## src/rtl/wait_for_chain_deadlock_detector_macros.svh

```systemverilog
// assertion helpers for the detector rtl
`ifndef WAIT_FOR_CHAIN_DEADLOCK_DETECTOR_MACROS_SVH
`define WAIT_FOR_CHAIN_DEADLOCK_DETECTOR_MACROS_SVH

// same-cycle implication, ignored while reset is high
`define WFCDD_ASSERT_SAME(lbl, ck, rs, ante, cons, msg) \
  lbl: assert property (@(posedge ck) disable iff (rs) (ante) |-> (cons)) else $error(msg);

// next-cycle implication, ignored while reset is high
`define WFCDD_ASSERT_NEXT(lbl, ck, rs, ante, cons, msg) \
  lbl: assert property (@(posedge ck) disable iff (rs) (ante) |=> (cons)) else $error(msg);

`endif

```

## src/rtl/wfcdd_pkg.sv

```systemverilog
package wfcdd_pkg;

  localparam int NUM_PROCS_DEF = 16;
  localparam int NUM_LOCKS_DEF = 16;

  localparam int OPCODE_W = 2;
  localparam int ID_W     = 4;
  localparam int STEPS_W  = 5;
  localparam int STATUS_W = 2;

  // event opcodes
  typedef enum logic [OPCODE_W-1:0] {
    OP_REQUEST = 2'd0,
    OP_ACQUIRE = 2'd1,
    OP_RELEASE = 2'd2
  } opcode_t;

  // result status codes
  localparam logic [STATUS_W-1:0] ST_OK       = 2'd0;
  localparam logic [STATUS_W-1:0] ST_NO_OWNER = 2'd1;
  localparam logic [STATUS_W-1:0] ST_LIMIT    = 2'd2;

  // microprogram addresses
  localparam int UPC_W = 3;
  typedef enum logic [UPC_W-1:0] {
    U_IDLE,
    U_ACQUIRE,
    U_RELEASE,
    U_REQUEST,
    U_HOP_OWNER,
    U_HOP_WAIT,
    U_EMIT
  } upc_t;

  // datapath actions
  typedef enum logic [2:0] {
    A_NONE,
    A_TAKE,
    A_ACQUIRE,
    A_RELEASE,
    A_RECORD,
    A_HOP,
    A_FOLLOW,
    A_EMIT
  } act_t;

  // branch conditions
  typedef enum logic [2:0] {
    C_ALWAYS,
    C_DISPATCH,
    C_UNOWNED,
    C_HOP_END,
    C_FOLLOW_END,
    C_OUT_BUSY
  } cond_t;

  typedef struct packed {
    act_t  act;
    logic  own_rd_follow;
    cond_t cond;
    upc_t  jmp_true;
    upc_t  jmp_false;
  } uword_t;

  typedef struct packed {
    logic                accept;
    logic                bad;
    logic [OPCODE_W-1:0] opcode;
    logic                unowned;
    logic                hop_end;
    logic                follow_end;
    logic                out_busy;
  } flags_t;

  // control store
  function automatic uword_t ucode(input upc_t upc);
    uword_t w;
    w = '{act: A_NONE, own_rd_follow: 1'b0, cond: C_ALWAYS,
          jmp_true: U_IDLE, jmp_false: U_IDLE};
    unique case (upc)
      U_IDLE:      w = '{A_TAKE,    1'b0, C_DISPATCH,   U_IDLE,      U_IDLE};
      U_ACQUIRE:   w = '{A_ACQUIRE, 1'b0, C_ALWAYS,     U_EMIT,      U_EMIT};
      U_RELEASE:   w = '{A_RELEASE, 1'b0, C_ALWAYS,     U_EMIT,      U_EMIT};
      U_REQUEST:   w = '{A_RECORD,  1'b0, C_UNOWNED,    U_EMIT,      U_HOP_OWNER};
      U_HOP_OWNER: w = '{A_HOP,     1'b0, C_HOP_END,    U_EMIT,      U_HOP_WAIT};
      U_HOP_WAIT:  w = '{A_FOLLOW,  1'b1, C_FOLLOW_END, U_EMIT,      U_HOP_OWNER};
      U_EMIT:      w = '{A_EMIT,    1'b0, C_OUT_BUSY,   U_EMIT,      U_IDLE};
      default:     w = '{A_NONE,    1'b0, C_ALWAYS,     U_IDLE,      U_IDLE};
    endcase
    return w;
  endfunction

  // opcode dispatch out of idle
  function automatic upc_t dispatch(input flags_t f);
    upc_t t;
    t = U_IDLE;
    priority if (!f.accept)              t = U_IDLE;
    else if (f.bad)                      t = U_EMIT;
    else if (f.opcode == OP_REQUEST)     t = U_REQUEST;
    else if (f.opcode == OP_ACQUIRE)     t = U_ACQUIRE;
    else                                 t = U_RELEASE;
    return t;
  endfunction

endpackage

```

## src/rtl/wfcdd_evt_if.sv

```systemverilog
interface wfcdd_evt_if
  import wfcdd_pkg::*;
();
  logic                valid;
  logic                ready;
  logic [OPCODE_W-1:0] opcode;
  logic [ID_W-1:0]     process_id;
  logic [ID_W-1:0]     lock_id;

  modport source (output valid, opcode, process_id, lock_id, input ready);
  modport sink (input valid, opcode, process_id, lock_id, output ready);
endinterface

```

## src/rtl/wfcdd_res_if.sv

```systemverilog
interface wfcdd_res_if
  import wfcdd_pkg::*;
();
  logic                valid;
  logic                ready;
  logic                deadlock;
  logic [STEPS_W-1:0]  chain_steps;
  logic [STATUS_W-1:0] status;

  modport source (output valid, deadlock, chain_steps, status, input ready);
  modport sink (input valid, deadlock, chain_steps, status, output ready);
endinterface

```

## src/rtl/wfcdd_ram.sv

```systemverilog
module wfcdd_ram #(
  parameter int WIDTH = 4,
  parameter int DEPTH = 16
) (
  input  logic                     clk,
  input  logic                     we,
  input  logic [$clog2(DEPTH)-1:0] waddr,
  input  logic [WIDTH-1:0]         wdata,
  input  logic [$clog2(DEPTH)-1:0] raddr,
  output logic [WIDTH-1:0]         rdata
);
  logic [WIDTH-1:0] mem [DEPTH];

  always_ff @(posedge clk) begin
    if (we) begin
      mem[waddr] <= wdata;
    end
    rdata <= mem[raddr];
  end
endmodule

```

## src/rtl/wfcdd_seq.sv

```systemverilog
module wfcdd_seq
  import wfcdd_pkg::*;
(
  input  logic   clk,
  input  logic   rst,
  input  flags_t flags,
  output uword_t uw
);
  upc_t upc;
  upc_t upc_next;
  logic cond_hit;

  always_comb begin
    uw = ucode(upc);
    unique case (uw.cond)
      C_ALWAYS:     cond_hit = 1'b1;
      C_DISPATCH:   cond_hit = 1'b1;
      C_UNOWNED:    cond_hit = flags.unowned;
      C_HOP_END:    cond_hit = flags.hop_end;
      C_FOLLOW_END: cond_hit = flags.follow_end;
      C_OUT_BUSY:   cond_hit = flags.out_busy;
      default:      cond_hit = 1'b1;
    endcase
    if (uw.cond == C_DISPATCH) begin
      upc_next = dispatch(flags);
    end else begin
      upc_next = cond_hit ? uw.jmp_true : uw.jmp_false;
    end
  end

  always_ff @(posedge clk) begin
    if (rst) begin
      upc <= U_IDLE;
    end else begin
      upc <= upc_next;
    end
  end
endmodule

```

## src/rtl/wfcdd_dp.sv

```systemverilog
module wfcdd_dp
  import wfcdd_pkg::*;
#(
  parameter int NUM_PROCS = NUM_PROCS_DEF,
  parameter int NUM_LOCKS = NUM_LOCKS_DEF
) (
  input  logic                               clk,
  input  logic                               rst,
  input  uword_t                             uw,
  input  logic                               accept,
  input  logic                               out_busy,
  input  logic [OPCODE_W-1:0]                opcode,
  input  logic [ID_W-1:0]                    process_id,
  input  logic [ID_W-1:0]                    lock_id,
  output flags_t                             flags,
  output logic                               dead,
  output logic [$clog2(NUM_PROCS+1)-1:0]     steps,
  output logic [STATUS_W-1:0]                status
);
  localparam int PW = $clog2(NUM_PROCS);
  localparam int LW = $clog2(NUM_LOCKS);
  localparam int SW = $clog2(NUM_PROCS + 1);

  logic [NUM_LOCKS-1:0] owner_valid;
  logic [NUM_PROCS-1:0] waiting_valid;
  logic [PW-1:0]        proc;
  logic [LW-1:0]        start;

  logic [PW-1:0] owner_rdata;
  logic [LW-1:0] wait_rdata;
  logic [LW-1:0] owner_raddr;
  logic          op_known;
  logic          limit;
  logic          closes;

  assign op_known = (opcode == OP_REQUEST) || (opcode == OP_ACQUIRE) ||
                    (opcode == OP_RELEASE);
  assign limit    = (steps == SW'(NUM_PROCS));
  assign closes   = (wait_rdata == start);

  assign owner_raddr = uw.own_rd_follow ? wait_rdata : start;

  always_comb begin
    flags.accept     = accept;
    flags.bad        = !op_known || (32'(process_id) >= NUM_PROCS) ||
                       (32'(lock_id) >= NUM_LOCKS);
    flags.opcode     = opcode;
    flags.unowned    = !owner_valid[start];
    flags.hop_end    = limit || !waiting_valid[owner_rdata];
    flags.follow_end = closes || !owner_valid[wait_rdata];
    flags.out_busy   = out_busy;
  end

  // lock -> owning process
  wfcdd_ram #(.WIDTH(PW), .DEPTH(NUM_LOCKS)) u_owner_ram (
    .clk   (clk),
    .we    (uw.act == A_ACQUIRE),
    .waddr (start),
    .wdata (proc),
    .raddr (owner_raddr),
    .rdata (owner_rdata)
  );

  // process -> lock it waits on
  wfcdd_ram #(.WIDTH(LW), .DEPTH(NUM_PROCS)) u_wait_ram (
    .clk   (clk),
    .we    (uw.act == A_RECORD),
    .waddr (proc),
    .wdata (start),
    .raddr (owner_rdata),
    .rdata (wait_rdata)
  );

  // valid bits
  always_ff @(posedge clk) begin
    if (rst) begin
      owner_valid   <= '0;
      waiting_valid <= '0;
    end else begin
      unique case (uw.act)
        A_ACQUIRE: begin
          waiting_valid[proc] <= 1'b0;
          owner_valid[start]  <= 1'b1;
        end
        A_RELEASE: owner_valid[start]  <= 1'b0;
        A_RECORD:  waiting_valid[proc] <= 1'b1;
        A_NONE, A_TAKE, A_HOP, A_FOLLOW, A_EMIT: ;
      endcase
    end
  end

  // event fields and walk results
  always_ff @(posedge clk) begin
    unique case (uw.act)
      A_TAKE: begin
        if (accept) begin
          proc   <= PW'(process_id);
          start  <= LW'(lock_id);
          dead   <= 1'b0;
          steps  <= '0;
          status <= ST_OK;
        end
      end
      A_RECORD: begin
        if (!owner_valid[start]) begin
          status <= ST_NO_OWNER;
        end
      end
      A_HOP: begin
        if (limit) begin
          status <= ST_LIMIT;
        end else begin
          steps <= steps + SW'(1);
        end
      end
      A_FOLLOW: begin
        if (closes) begin
          dead <= 1'b1;
        end
      end
      A_NONE, A_ACQUIRE, A_RELEASE, A_EMIT: ;
    endcase
  end
endmodule

```

## src/rtl/wait_for_chain_deadlock_detector.sv

```systemverilog
// events are taken one at a time: a new event is accepted only in the idle step, after the
//   previous result has been loaded into the result register
// a request walks lock -> owner -> waited lock through the registered owner and wait table
//   ports until the chain ends at an owner that does not wait, closes, meets a free lock,
//   starts at one, or reaches the walk limit of NUM_PROCS owner hops
// reset: synchronous, clears sequencer, result valid and valid bits; table contents kept
`include "wait_for_chain_deadlock_detector_macros.svh"

module wait_for_chain_deadlock_detector
  import wfcdd_pkg::*;
#(
  parameter int NUM_PROCS = NUM_PROCS_DEF,
  parameter int NUM_LOCKS = NUM_LOCKS_DEF
) (
  input logic          clk,
  input logic          rst,
  wfcdd_evt_if.sink    evt,
  wfcdd_res_if.source  res
);
  localparam int SW = $clog2(NUM_PROCS + 1);

  // sequencer <-> datapath
  uword_t uw;
  flags_t flags;

  logic                accept;
  logic                out_busy;
  logic                load;
  logic                dead;
  logic [SW-1:0]       steps;
  logic [STATUS_W-1:0] status;

  // result register, parts the walk from the output side
  logic                res_valid;
  logic                res_dead;
  logic [STEPS_W-1:0]  res_steps;
  logic [STATUS_W-1:0] res_status;

  // an event is taken only from the idle step of the program
  assign evt.ready = (uw.act == A_TAKE);
  assign accept    = evt.valid && evt.ready;

  // a pending result that is not taken this cycle holds the emit step
  assign out_busy = res_valid && !res.ready;
  assign load     = (uw.act == A_EMIT) && !out_busy;

  wfcdd_seq u_seq (
    .clk   (clk),
    .rst   (rst),
    .flags (flags),
    .uw    (uw)
  );

  // walk datapath: owner and wait tables, hop counter, verdict
  wfcdd_dp #(
    .NUM_PROCS (NUM_PROCS),
    .NUM_LOCKS (NUM_LOCKS)
  ) u_dp (
    .clk        (clk),
    .rst        (rst),
    .uw         (uw),
    .accept     (accept),
    .out_busy   (out_busy),
    .opcode     (evt.opcode),
    .process_id (evt.process_id),
    .lock_id    (evt.lock_id),
    .flags      (flags),
    .dead       (dead),
    .steps      (steps),
    .status     (status)
  );

  always_ff @(posedge clk) begin
    if (rst) begin
      res_valid <= 1'b0;
    end else if (load) begin
      res_valid <= 1'b1;
    end else if (res.ready) begin
      res_valid <= 1'b0;
    end
  end

  // hop count leaves masked to the result field width
  always_ff @(posedge clk) begin
    if (load) begin
      res_dead   <= dead;
      res_steps  <= STEPS_W'(steps);
      res_status <= status;
    end
  end

  assign res.valid       = res_valid;
  assign res.deadlock    = res_dead;
  assign res.chain_steps = res_steps;
  assign res.status      = res_status;

  // a closed cycle is never reported together with a failure status
  `WFCDD_ASSERT_SAME(a_dead_status_ok, clk, rst, res_valid && res_dead, res_status == ST_OK, "deadlock with bad status")
  // an unowned requested lock means no hop was walked
  `WFCDD_ASSERT_SAME(a_no_owner_no_hops, clk, rst, res_valid && (res_status == ST_NO_OWNER), (res_steps == '0) && !res_dead, "hops walked on unowned lock")
  // the walk never passes its hop limit
  `WFCDD_ASSERT_SAME(a_steps_bound, clk, rst, uw.act == A_HOP, steps <= SW'(NUM_PROCS), "hop counter past limit")
  // after a load the result is pending in the next cycle
  `WFCDD_ASSERT_NEXT(a_load_shows, clk, rst, load, res_valid, "loaded result not shown")
endmodule

```

## src/flat_wrapper.sv

```systemverilog
// flat-port wrapper written by rule: the top's interface ports become plain ports
module wait_for_chain_deadlock_detector_flat import wfcdd_pkg::*;
#(
  parameter int NUM_PROCS = NUM_PROCS_DEF,
  parameter int NUM_LOCKS = NUM_LOCKS_DEF
)
  (clk, rst, evt_valid, evt_opcode, evt_process_id, evt_lock_id, evt_ready, res_valid, res_deadlock, res_chain_steps, res_status, res_ready);
  wfcdd_evt_if evt_i ();
  wfcdd_res_if res_i ();
  input logic clk;
  input logic rst;
  input wire logic [$bits(evt_i.valid)-1:0] evt_valid;
  input wire logic [$bits(evt_i.opcode)-1:0] evt_opcode;
  input wire logic [$bits(evt_i.process_id)-1:0] evt_process_id;
  input wire logic [$bits(evt_i.lock_id)-1:0] evt_lock_id;
  output wire logic [$bits(evt_i.ready)-1:0] evt_ready;
  output wire logic [$bits(res_i.valid)-1:0] res_valid;
  output wire logic [$bits(res_i.deadlock)-1:0] res_deadlock;
  output wire logic [$bits(res_i.chain_steps)-1:0] res_chain_steps;
  output wire logic [$bits(res_i.status)-1:0] res_status;
  input wire logic [$bits(res_i.ready)-1:0] res_ready;
  assign evt_i.valid = evt_valid;
  assign evt_i.opcode = evt_opcode;
  assign evt_i.process_id = evt_process_id;
  assign evt_i.lock_id = evt_lock_id;
  assign evt_ready = evt_i.ready;
  assign res_valid = res_i.valid;
  assign res_deadlock = res_i.deadlock;
  assign res_chain_steps = res_i.chain_steps;
  assign res_status = res_i.status;
  assign res_i.ready = res_ready;
  wait_for_chain_deadlock_detector #(.NUM_PROCS(NUM_PROCS), .NUM_LOCKS(NUM_LOCKS)) u_core (.clk(clk), .rst(rst), .evt(evt_i), .res(res_i));
endmodule
```

## config.mk

```make
export PLATFORM = sky130hd
export DESIGN_NAME = wait_for_chain_deadlock_detector_flat
export DESIGN_NICKNAME = d
export VERILOG_FILES = /design/src/rtl/wfcdd_pkg.sv /design/src/rtl/wfcdd_evt_if.sv /design/src/rtl/wfcdd_res_if.sv /design/src/rtl/wfcdd_ram.sv /design/src/rtl/wfcdd_seq.sv /design/src/rtl/wfcdd_dp.sv /design/src/rtl/wait_for_chain_deadlock_detector.sv /design/src/flat_wrapper.sv
export VERILOG_INCLUDE_DIRS = /design/src /design/src/rtl
export SDC_FILE = /design/constraint.sdc
export NUM_CORES = 1
export LEC_CHECK = 0
export BUFFER_PORTS_ARGS = -buffer_cell sky130_fd_sc_hd__buf_4
export CAP_MARGIN = 20
export CORE_UTILIZATION = 60
export CTS_CLUSTER_SIZE = 28
export DETAILED_ROUTE_END_ITERATION = 10
export PLACE_DENSITY_LB_ADDON = 0.12
export SKIP_LAST_GASP = 1
export SYNTH_ARGS = -nofsm -noshare
export SYNTH_HDL_FRONTEND = slang
export SYNTH_SLANG_ARGS = --single-unit
```

## constraint.sdc

```tcl
create_clock -name clk -period 7.5 [get_ports clk]
set_clock_uncertainty 0.1 [all_clocks]
set_input_delay 0.375 -clock clk [delete_from_list [all_inputs] [get_ports clk]]
set_output_delay 0.375 -clock clk [all_outputs]
set_load 0.02 [all_outputs]
```

### Word-level counts from Yosys, hierarchy flattened

Memory sizes are Yosys's and may differ from the RTL's. A register that Yosys moved wholly into a read port is not among the register bits.
Cells that the tools add are included.

* input port bits: 14
* output and inout bits: 10
* RAM bits: 128
* memories: 2
* word-level logic and storage cells: 117
* flip-flop bits (word level): 60

Memory list
* u_core.u_dp.u_owner_ram.mem: depth 16, width 4, rd ports 1, clocked after Yosys merged registers in 1, wr ports 1, RTL line wfcdd_ram.sv:12 `logic [WIDTH-1:0] mem [DEPTH];`
* u_core.u_dp.u_wait_ram.mem: depth 16, width 4, rd ports 1, clocked after Yosys merged registers in 1, wr ports 1, RTL line wfcdd_ram.sv:12

* bitwise gates (word level): 6
* add/sub/neg operators: 1
* equality and inequality tests: 27
* $lt $le $gt $ge: 6
* reduce and logical (&&, ||, !) cells: 26
* mux-type cells: 37

Operator list (count)
* 13-bit case mux with 7 select lines: 1
* 16-bit case mux with 2 select lines: 2
* 16-bit bitwise AND: 2
* 16-bit inverter: 2
* 16-bit bitwise OR: 2
* 3-bit == test, second input constant: 9
* 4-bit by 5-bit < comparator with 1-bit output, second input constant: 4
* 3-bit by 2-bit == test with 1-bit output, second input constant: 6
* 1-bit two-way mux: 13
* 1-bit binary-select mux with 4-bit select: 3
* 3-bit two-way mux: 4
* 2-bit two-way mux: 5
* 5-bit two-way mux: 2
* 2-bit inequality test, second input constant: 5
* 5-bit case mux with 2 select lines: 1
* 2-bit nonzero test: 5
* 3-bit by 1-bit == test with 1-bit output, second input constant: 3
* 1-bit demux with 4-bit select: 2
* 4-bit by 1-bit >= comparator with 1-bit output, second input constant: 2
* 2-bit case mux with 3 select lines: 1
* 3-bit AND reduction: 2
* 5-bit by 1-bit adder with 5-bit output, second input constant: 1
* 5-bit == test, second input constant: 1
* 1-bit logical AND: 5
* other kinds (13): 20

### Longest topological paths before layout

* depth in word-level cells: 7
* mapped depth: 13
* mapped depth without buffers: 9

### Cells and area by module

A second synthesis with hierarchy kept.

* cell total of the unflattened synthesis: 581
* area total of the unflattened synthesis: 8546.9 um^2

By module, submodules not included
* wfcdd_ram: area an instance 2666.3 um^2, seq. area each 2001.9 um^2, times used 2, cells each 130
* wfcdd_dp: area an instance 2549.9 um^2, seq. area each 1121.1 um^2, times used 1, cells each 254
* wfcdd_seq: area an instance 361.6 um^2, seq. area each 60.1 um^2, times used 1, cells each 51
* wait_for_chain_deadlock_detector: area an instance 302.8 um^2, seq. area each 260.2 um^2, times used 1, cells each 16

### Worst setup path before layout

No wires, ideal clock.

* kind: reg-to-reg
* start: register u_core.u_seq.upc[1]
* end: register u_core.u_dp.u_owner_ram.rdata[1] (read register of u_core.u_dp.u_owner_ram.mem)
* required time: 7.279 ns
* cell stages (with the launch flop): 12
* clock period less this slack: 2.961 ns
* arrival time: 2.740 ns
* library setup time: 0.121 ns
* slack: 4.539 ns
* buffers on the path: 3
* path through: dfxtp_1 -> clkbuf_1 -> nor2b_1 -> o21ai_0 -> ha_1 -> and4bb_1 -> buf_6 -> mux2i_4 -> buf_6 -> mux4_2 -> a22oi_2 -> o21ai_1

* cells in the longest elaborated chain, start to end: 3
* elaborated cells on any way between the ends: 9
* those cells by class: eq/ne: 6; mux: 2; reduce/logical: 1

RTL lines
* start, declared: RTL line wfcdd_seq.sv:9 `upc_t upc;`
* start signal, assigned: RTL line wfcdd_seq.sv:35 `upc <= upc_next;`
* 3-bit == test, or another cell as far along: RTL line wfcdd_pkg.sv:80 `unique case (upc)`
* 13-bit case mux with 7 select lines (*): RTL line wfcdd_pkg.sv:80
* 4-bit two-way mux (*): RTL line wfcdd_dp.sv:41 `assign owner_raddr = uw.own_rd_follow ? wait_rdata : start;`
* end, declared: RTL line wfcdd_ram.sv:10 `output logic [WIDTH-1:0] rdata`

Mark *: on every way between the ends. The rest lies on a longest branch, timed or not.
A chain may end at the register's enable or synchronous reset.

### Final worst setup path

* start: register u_core.u_seq.upc[1]
* end: register u_core.u_dp.u_owner_ram.rdata[3] (read register of u_core.u_dp.u_owner_ram.mem)

Same word-level chain as after synthesis.

==> flow_metrics.tcl <==
set metrics [dict create \
    status "completed" \
    ys_async_sr_fraction_pct 0 \
    cts_setup_buffers 0 \
    worstPathRequired_ns 7.72 \
    fp.dieArea_um2 14900 \
    path_clk_slew_ns 0.07 \
    slew_headroom_pct 32.1 \
    p_int_mw 2.16 \
    timing.critical_path.from_type "register" \
    tot_gr_track_use_pct 26.3 \
    detail_route.first_pass.iterations 5 \
    routed-via-count 5343 \
    numCtsBuffers 17 \
    fin_hold_ws_ns 0.0169 \
    postRouteAntennaNets 0 \
    netSwitchingPower_uw 979 \
    synthToLayoutAreaGrowth_pct 10.8 \
    synthFlopType "sky130_fd_sc_hd__edfxtp_1" \
    clock_power_share_pct 28.9 \
    viasPerCell 6.32 \
    first_iter_violations 618 \
    power.sequential.fraction_pct 48.1 \
    clk_path_buf_depth 2 \
    die_width_um 122 \
    vias_in_the_first_global_route 5270 \
    leakagePower_nw 3.27 \
    syn_nets 654 \
    drcViolationCount 0 \
    worst-setup-path-type "reg2reg" \
    synth_cell_type_count 57 \
    setup_repair_after_global_routing_missed_its_margin "false" \
    postSynthRegisterBits 196 \
    syn_area_um2 8620 \
    placer_congestion 0.878 \
    pin_count_of_the_biggest_net_entering_global_routing 60 \
    worst_vdd_rail_ir_drop_mv 0.254 \
    arrival_ns 3.90 \
    period_utilization_pct 49.1 \
    finalMaxSlewViolations 0 \
    crit_path_cell_trace "nor2b_1 > o21ai_0 > ha_1 > and4bb_1 > buf_4 > mux2i_4 > mux4_1 > a22oi_1 > o21ai_1" \
    antenna-diode-count 0 \
    synth_instances 637 \
    filler_cell_count_in_the_final_layout 926 \
    antenna_violations_before_repair 0 \
    io_buffers 23 \
    critical-path-max-stage-delay_ns 0.63 \
    synth_sequential_area_ratio_pct 63.1 \
    routed_wl_mm 17.8 \
    avgRoutedWirePerCell_um 21.1 \
    worstSetupEndpointType "register" \
    power.switching_fraction_pct 31.2 \
    floorplan.initialDensity_pct 61.9 \
    synth.yosys.warnings 0 \
    dp_hpwl_mm 12.1 \
    nets 670 \
    power.density_cell_area_nw_per_um2 329 \
    cts_resized 0 \
    core_region_area_um2 13900 \
    worstSkewPairLatency_ns 0.44 \
    ctsRootBufferMaster "sky130_fd_sc_hd__clkbuf_16" \
    setup-violations-final 0 \
    htreeDepth 4 \
    top_level_pins 24 \
    finalCoreUtilization_pct 68.6 \
    grt_first_pass_wirelength_mm 28.4 \
    synth_enable_flop_cells 152 \
    hold_viol_final 0 \
    grt.overflow.total 0 \
    p_comb_share_pct 22.9 \
    synth_area_per_cell_um2 13.5 \
    finalWorstPathRequiredPeriod_ns 3.68 \
    tightest_slew_ns 1.02 \
    fin_setup_tns_ns 0 \
    cts_tree "done" \
    post_route_cells_drive_above_1_share_pct 15.8 \
    achievable-frequency_mhz 271 \
    min-delay-path-class "in2reg" \
    max_cap_violations 0 \
    critical-path-slowest-cell "sky130_fd_sc_hd__mux4_1" \
    placement_rows 43 \
    clock-sinks 196 \
    critical_path.max_fanout 34 \
    chipHeight_um 122 \
]
## critical path: cells and delay by family (launching register included)
family	cells	cell delay, ns
mux	2	1.25
flops	1	0.55
simple gates	2	0.53
compound gates	3	0.42
fa+ha+maj	1	0.36
buf+inv	1	0.33
## routing by layer
layer	part of all wire (%)	vias up	GRT usage [%]
met3	6.2	27	4.92
met4	1.5	0	9.18
li1	-	2435	-
met1	45	2653	38.0
met2	47	228	40.3
met5	0	-	0
## metrics by stage
stage	power, mW	std cells	setup WS, ns	instance area, µm²
2_1_floorplan	2.02	637	4.54	8620
5_1_grt	3.27	846	3.51	9560
3_3_place_gp	2.22	807	4.03	8880
4_1_cts	3.14	845	3.83	9530
6_report	3.14	846	3.82	9560
3_5_place_dp	2.24	807	3.83	8880
## Yosys cell counts, types with 3 or more instances
cell type | instances | area share [%]
sky130_fd_sc_hd__a211oi_1 | 7 | 0.61
sky130_fd_sc_hd__a21boi_0 | 12 | 1.0
sky130_fd_sc_hd__a21oi_1 | 47 | 2.7
sky130_fd_sc_hd__a22oi_1 | 3 | 0.26
sky130_fd_sc_hd__and2_1 | 6 | 0.44
sky130_fd_sc_hd__and3_1 | 3 | 0.22
sky130_fd_sc_hd__buf_2 | 12 | 0.70
sky130_fd_sc_hd__buf_6 | 3 | 0.39
sky130_fd_sc_hd__clkbuf_1 | 20 | 0.87
sky130_fd_sc_hd__dfxtp_1 | 44 | 10
sky130_fd_sc_hd__edfxtp_1 | 152 | 53
sky130_fd_sc_hd__ha_1 | 3 | 0.44
sky130_fd_sc_hd__inv_1 | 22 | 0.96
sky130_fd_sc_hd__mux2_2 | 5 | 0.65
sky130_fd_sc_hd__mux2i_1 | 12 | 1.4
sky130_fd_sc_hd__mux4_1 | 3 | 0.91
sky130_fd_sc_hd__mux4_2 | 33 | 8.6
sky130_fd_sc_hd__nand2_1 | 50 | 2.2
sky130_fd_sc_hd__nand2b_1 | 35 | 2.5
sky130_fd_sc_hd__nand3_1 | 11 | 0.64
sky130_fd_sc_hd__nand3b_1 | 4 | 0.35
sky130_fd_sc_hd__nand4_1 | 3 | 0.22
sky130_fd_sc_hd__nor2_1 | 34 | 1.5
sky130_fd_sc_hd__nor2b_1 | 12 | 0.87
sky130_fd_sc_hd__nor3_1 | 14 | 0.81
sky130_fd_sc_hd__o2111ai_1 | 4 | 0.41
sky130_fd_sc_hd__o21a_1 | 9 | 0.78
sky130_fd_sc_hd__o21ai_0 | 14 | 0.81
sky130_fd_sc_hd__o21ai_1 | 9 | 0.52
sky130_fd_sc_hd__or3_1 | 4 | 0.29
sky130_fd_sc_hd__or4_1 | 12 | 1.0
sky130_fd_sc_hd__xnor2_1 | 5 | 0.51
## cells in the final DEF, fill, tap and decap left out, types with 3 or more instances in the layout
master                            n
sky130_fd_sc_hd__dfxtp_1         44
sky130_fd_sc_hd__a22oi_1          3
sky130_fd_sc_hd__nor2b_1         12
sky130_fd_sc_hd__or4_1           12
sky130_fd_sc_hd__buf_4           28
sky130_fd_sc_hd__nor3_1          14
sky130_fd_sc_hd__inv_1           22
sky130_fd_sc_hd__dlygate4sd3_1    6
sky130_fd_sc_hd__mux2i_1         12
sky130_fd_sc_hd__o21ai_1          9
sky130_fd_sc_hd__inv_6            5
sky130_fd_sc_hd__o21ai_0         14
sky130_fd_sc_hd__nand3_1         11
sky130_fd_sc_hd__and2_1           6
sky130_fd_sc_hd__ha_1             3
sky130_fd_sc_hd__nand4_1          3
sky130_fd_sc_hd__nand3b_1         4
sky130_fd_sc_hd__or3_1            4
sky130_fd_sc_hd__mux2_2           5
sky130_fd_sc_hd__and3_1           3
sky130_fd_sc_hd__edfxtp_1       152
sky130_fd_sc_hd__a21oi_1         47
sky130_fd_sc_hd__nand2_1         50
sky130_fd_sc_hd__clkbuf_16       17
sky130_fd_sc_hd__mux4_1           3
sky130_fd_sc_hd__a21boi_0        12
sky130_fd_sc_hd__nand2b_1        35
sky130_fd_sc_hd__mux4_2          33
sky130_fd_sc_hd__nor2_1          34
sky130_fd_sc_hd__xnor2_1          5
sky130_fd_sc_hd__clkinv_4         4
sky130_fd_sc_hd__a211oi_1         7
sky130_fd_sc_hd__o2111ai_1        4
sky130_fd_sc_hd__o21a_1           9
## power by group through the flow
stage	sequential, mW	combinational, mW	clock, mW
floorplan	1.41	0.611	0
global placement	1.54	0.678	0
detailed placement	1.55	0.688	0
CTS	1.52	0.698	0.919
global route	1.53	0.785	0.957
finish	1.51	0.720	0.908
## cell type report
| cell class | instances | area [µm²] | share of cell area [%] |
|---|---|---|---|
| inverter | 22 | 82.6 | 0.864 |
| clock buffer | 17 | 425 | 4.45 |
| tap | 180 | 225 | 2.36 |
| sequential | 196 | 5450 | 57.0 |
| timing repair buffer | 35 | 298 | 3.12 |
| clock inverter | 15 | 166 | 1.74 |
| multi-input combinational | 381 | 2910 | 30.5 |
## path summary, 6_finish.rpt
kind	to	depth (start not counted)	slack [ns]	startpoint
worst min register to register	u_core.res.status[1]	0	0.32	u_core.u_dp.status[1]
worst max register to register	u_core.u_dp.u_owner_ram.rdata[3]	9	3.82	u_core.u_seq.upc[1]
worst max-delay path	u_core.u_dp.u_owner_ram.rdata[3]	9	3.82	u_core.u_seq.upc[1]
worst min-delay path	u_core.u_dp.proc[1]	1	0.02	evt_process_id[1]
## cell families after synthesis
group	count (synthesis)	synth area share [%]
compound gates	119	8.68
xor+xnor	7	0.711
fa+ha+maj	3	0.435
buf+inv	60	3.06
flops	196	63.1
mux	56	12.1
simple gates	196	11.8
## repair_timing
action,4_1_cts,5_1_grt
hold endpoints to repair,6,0
endpoints found under the setup margin,0,0
hold buffers,6,0
(Power assumes the default switching activity.)
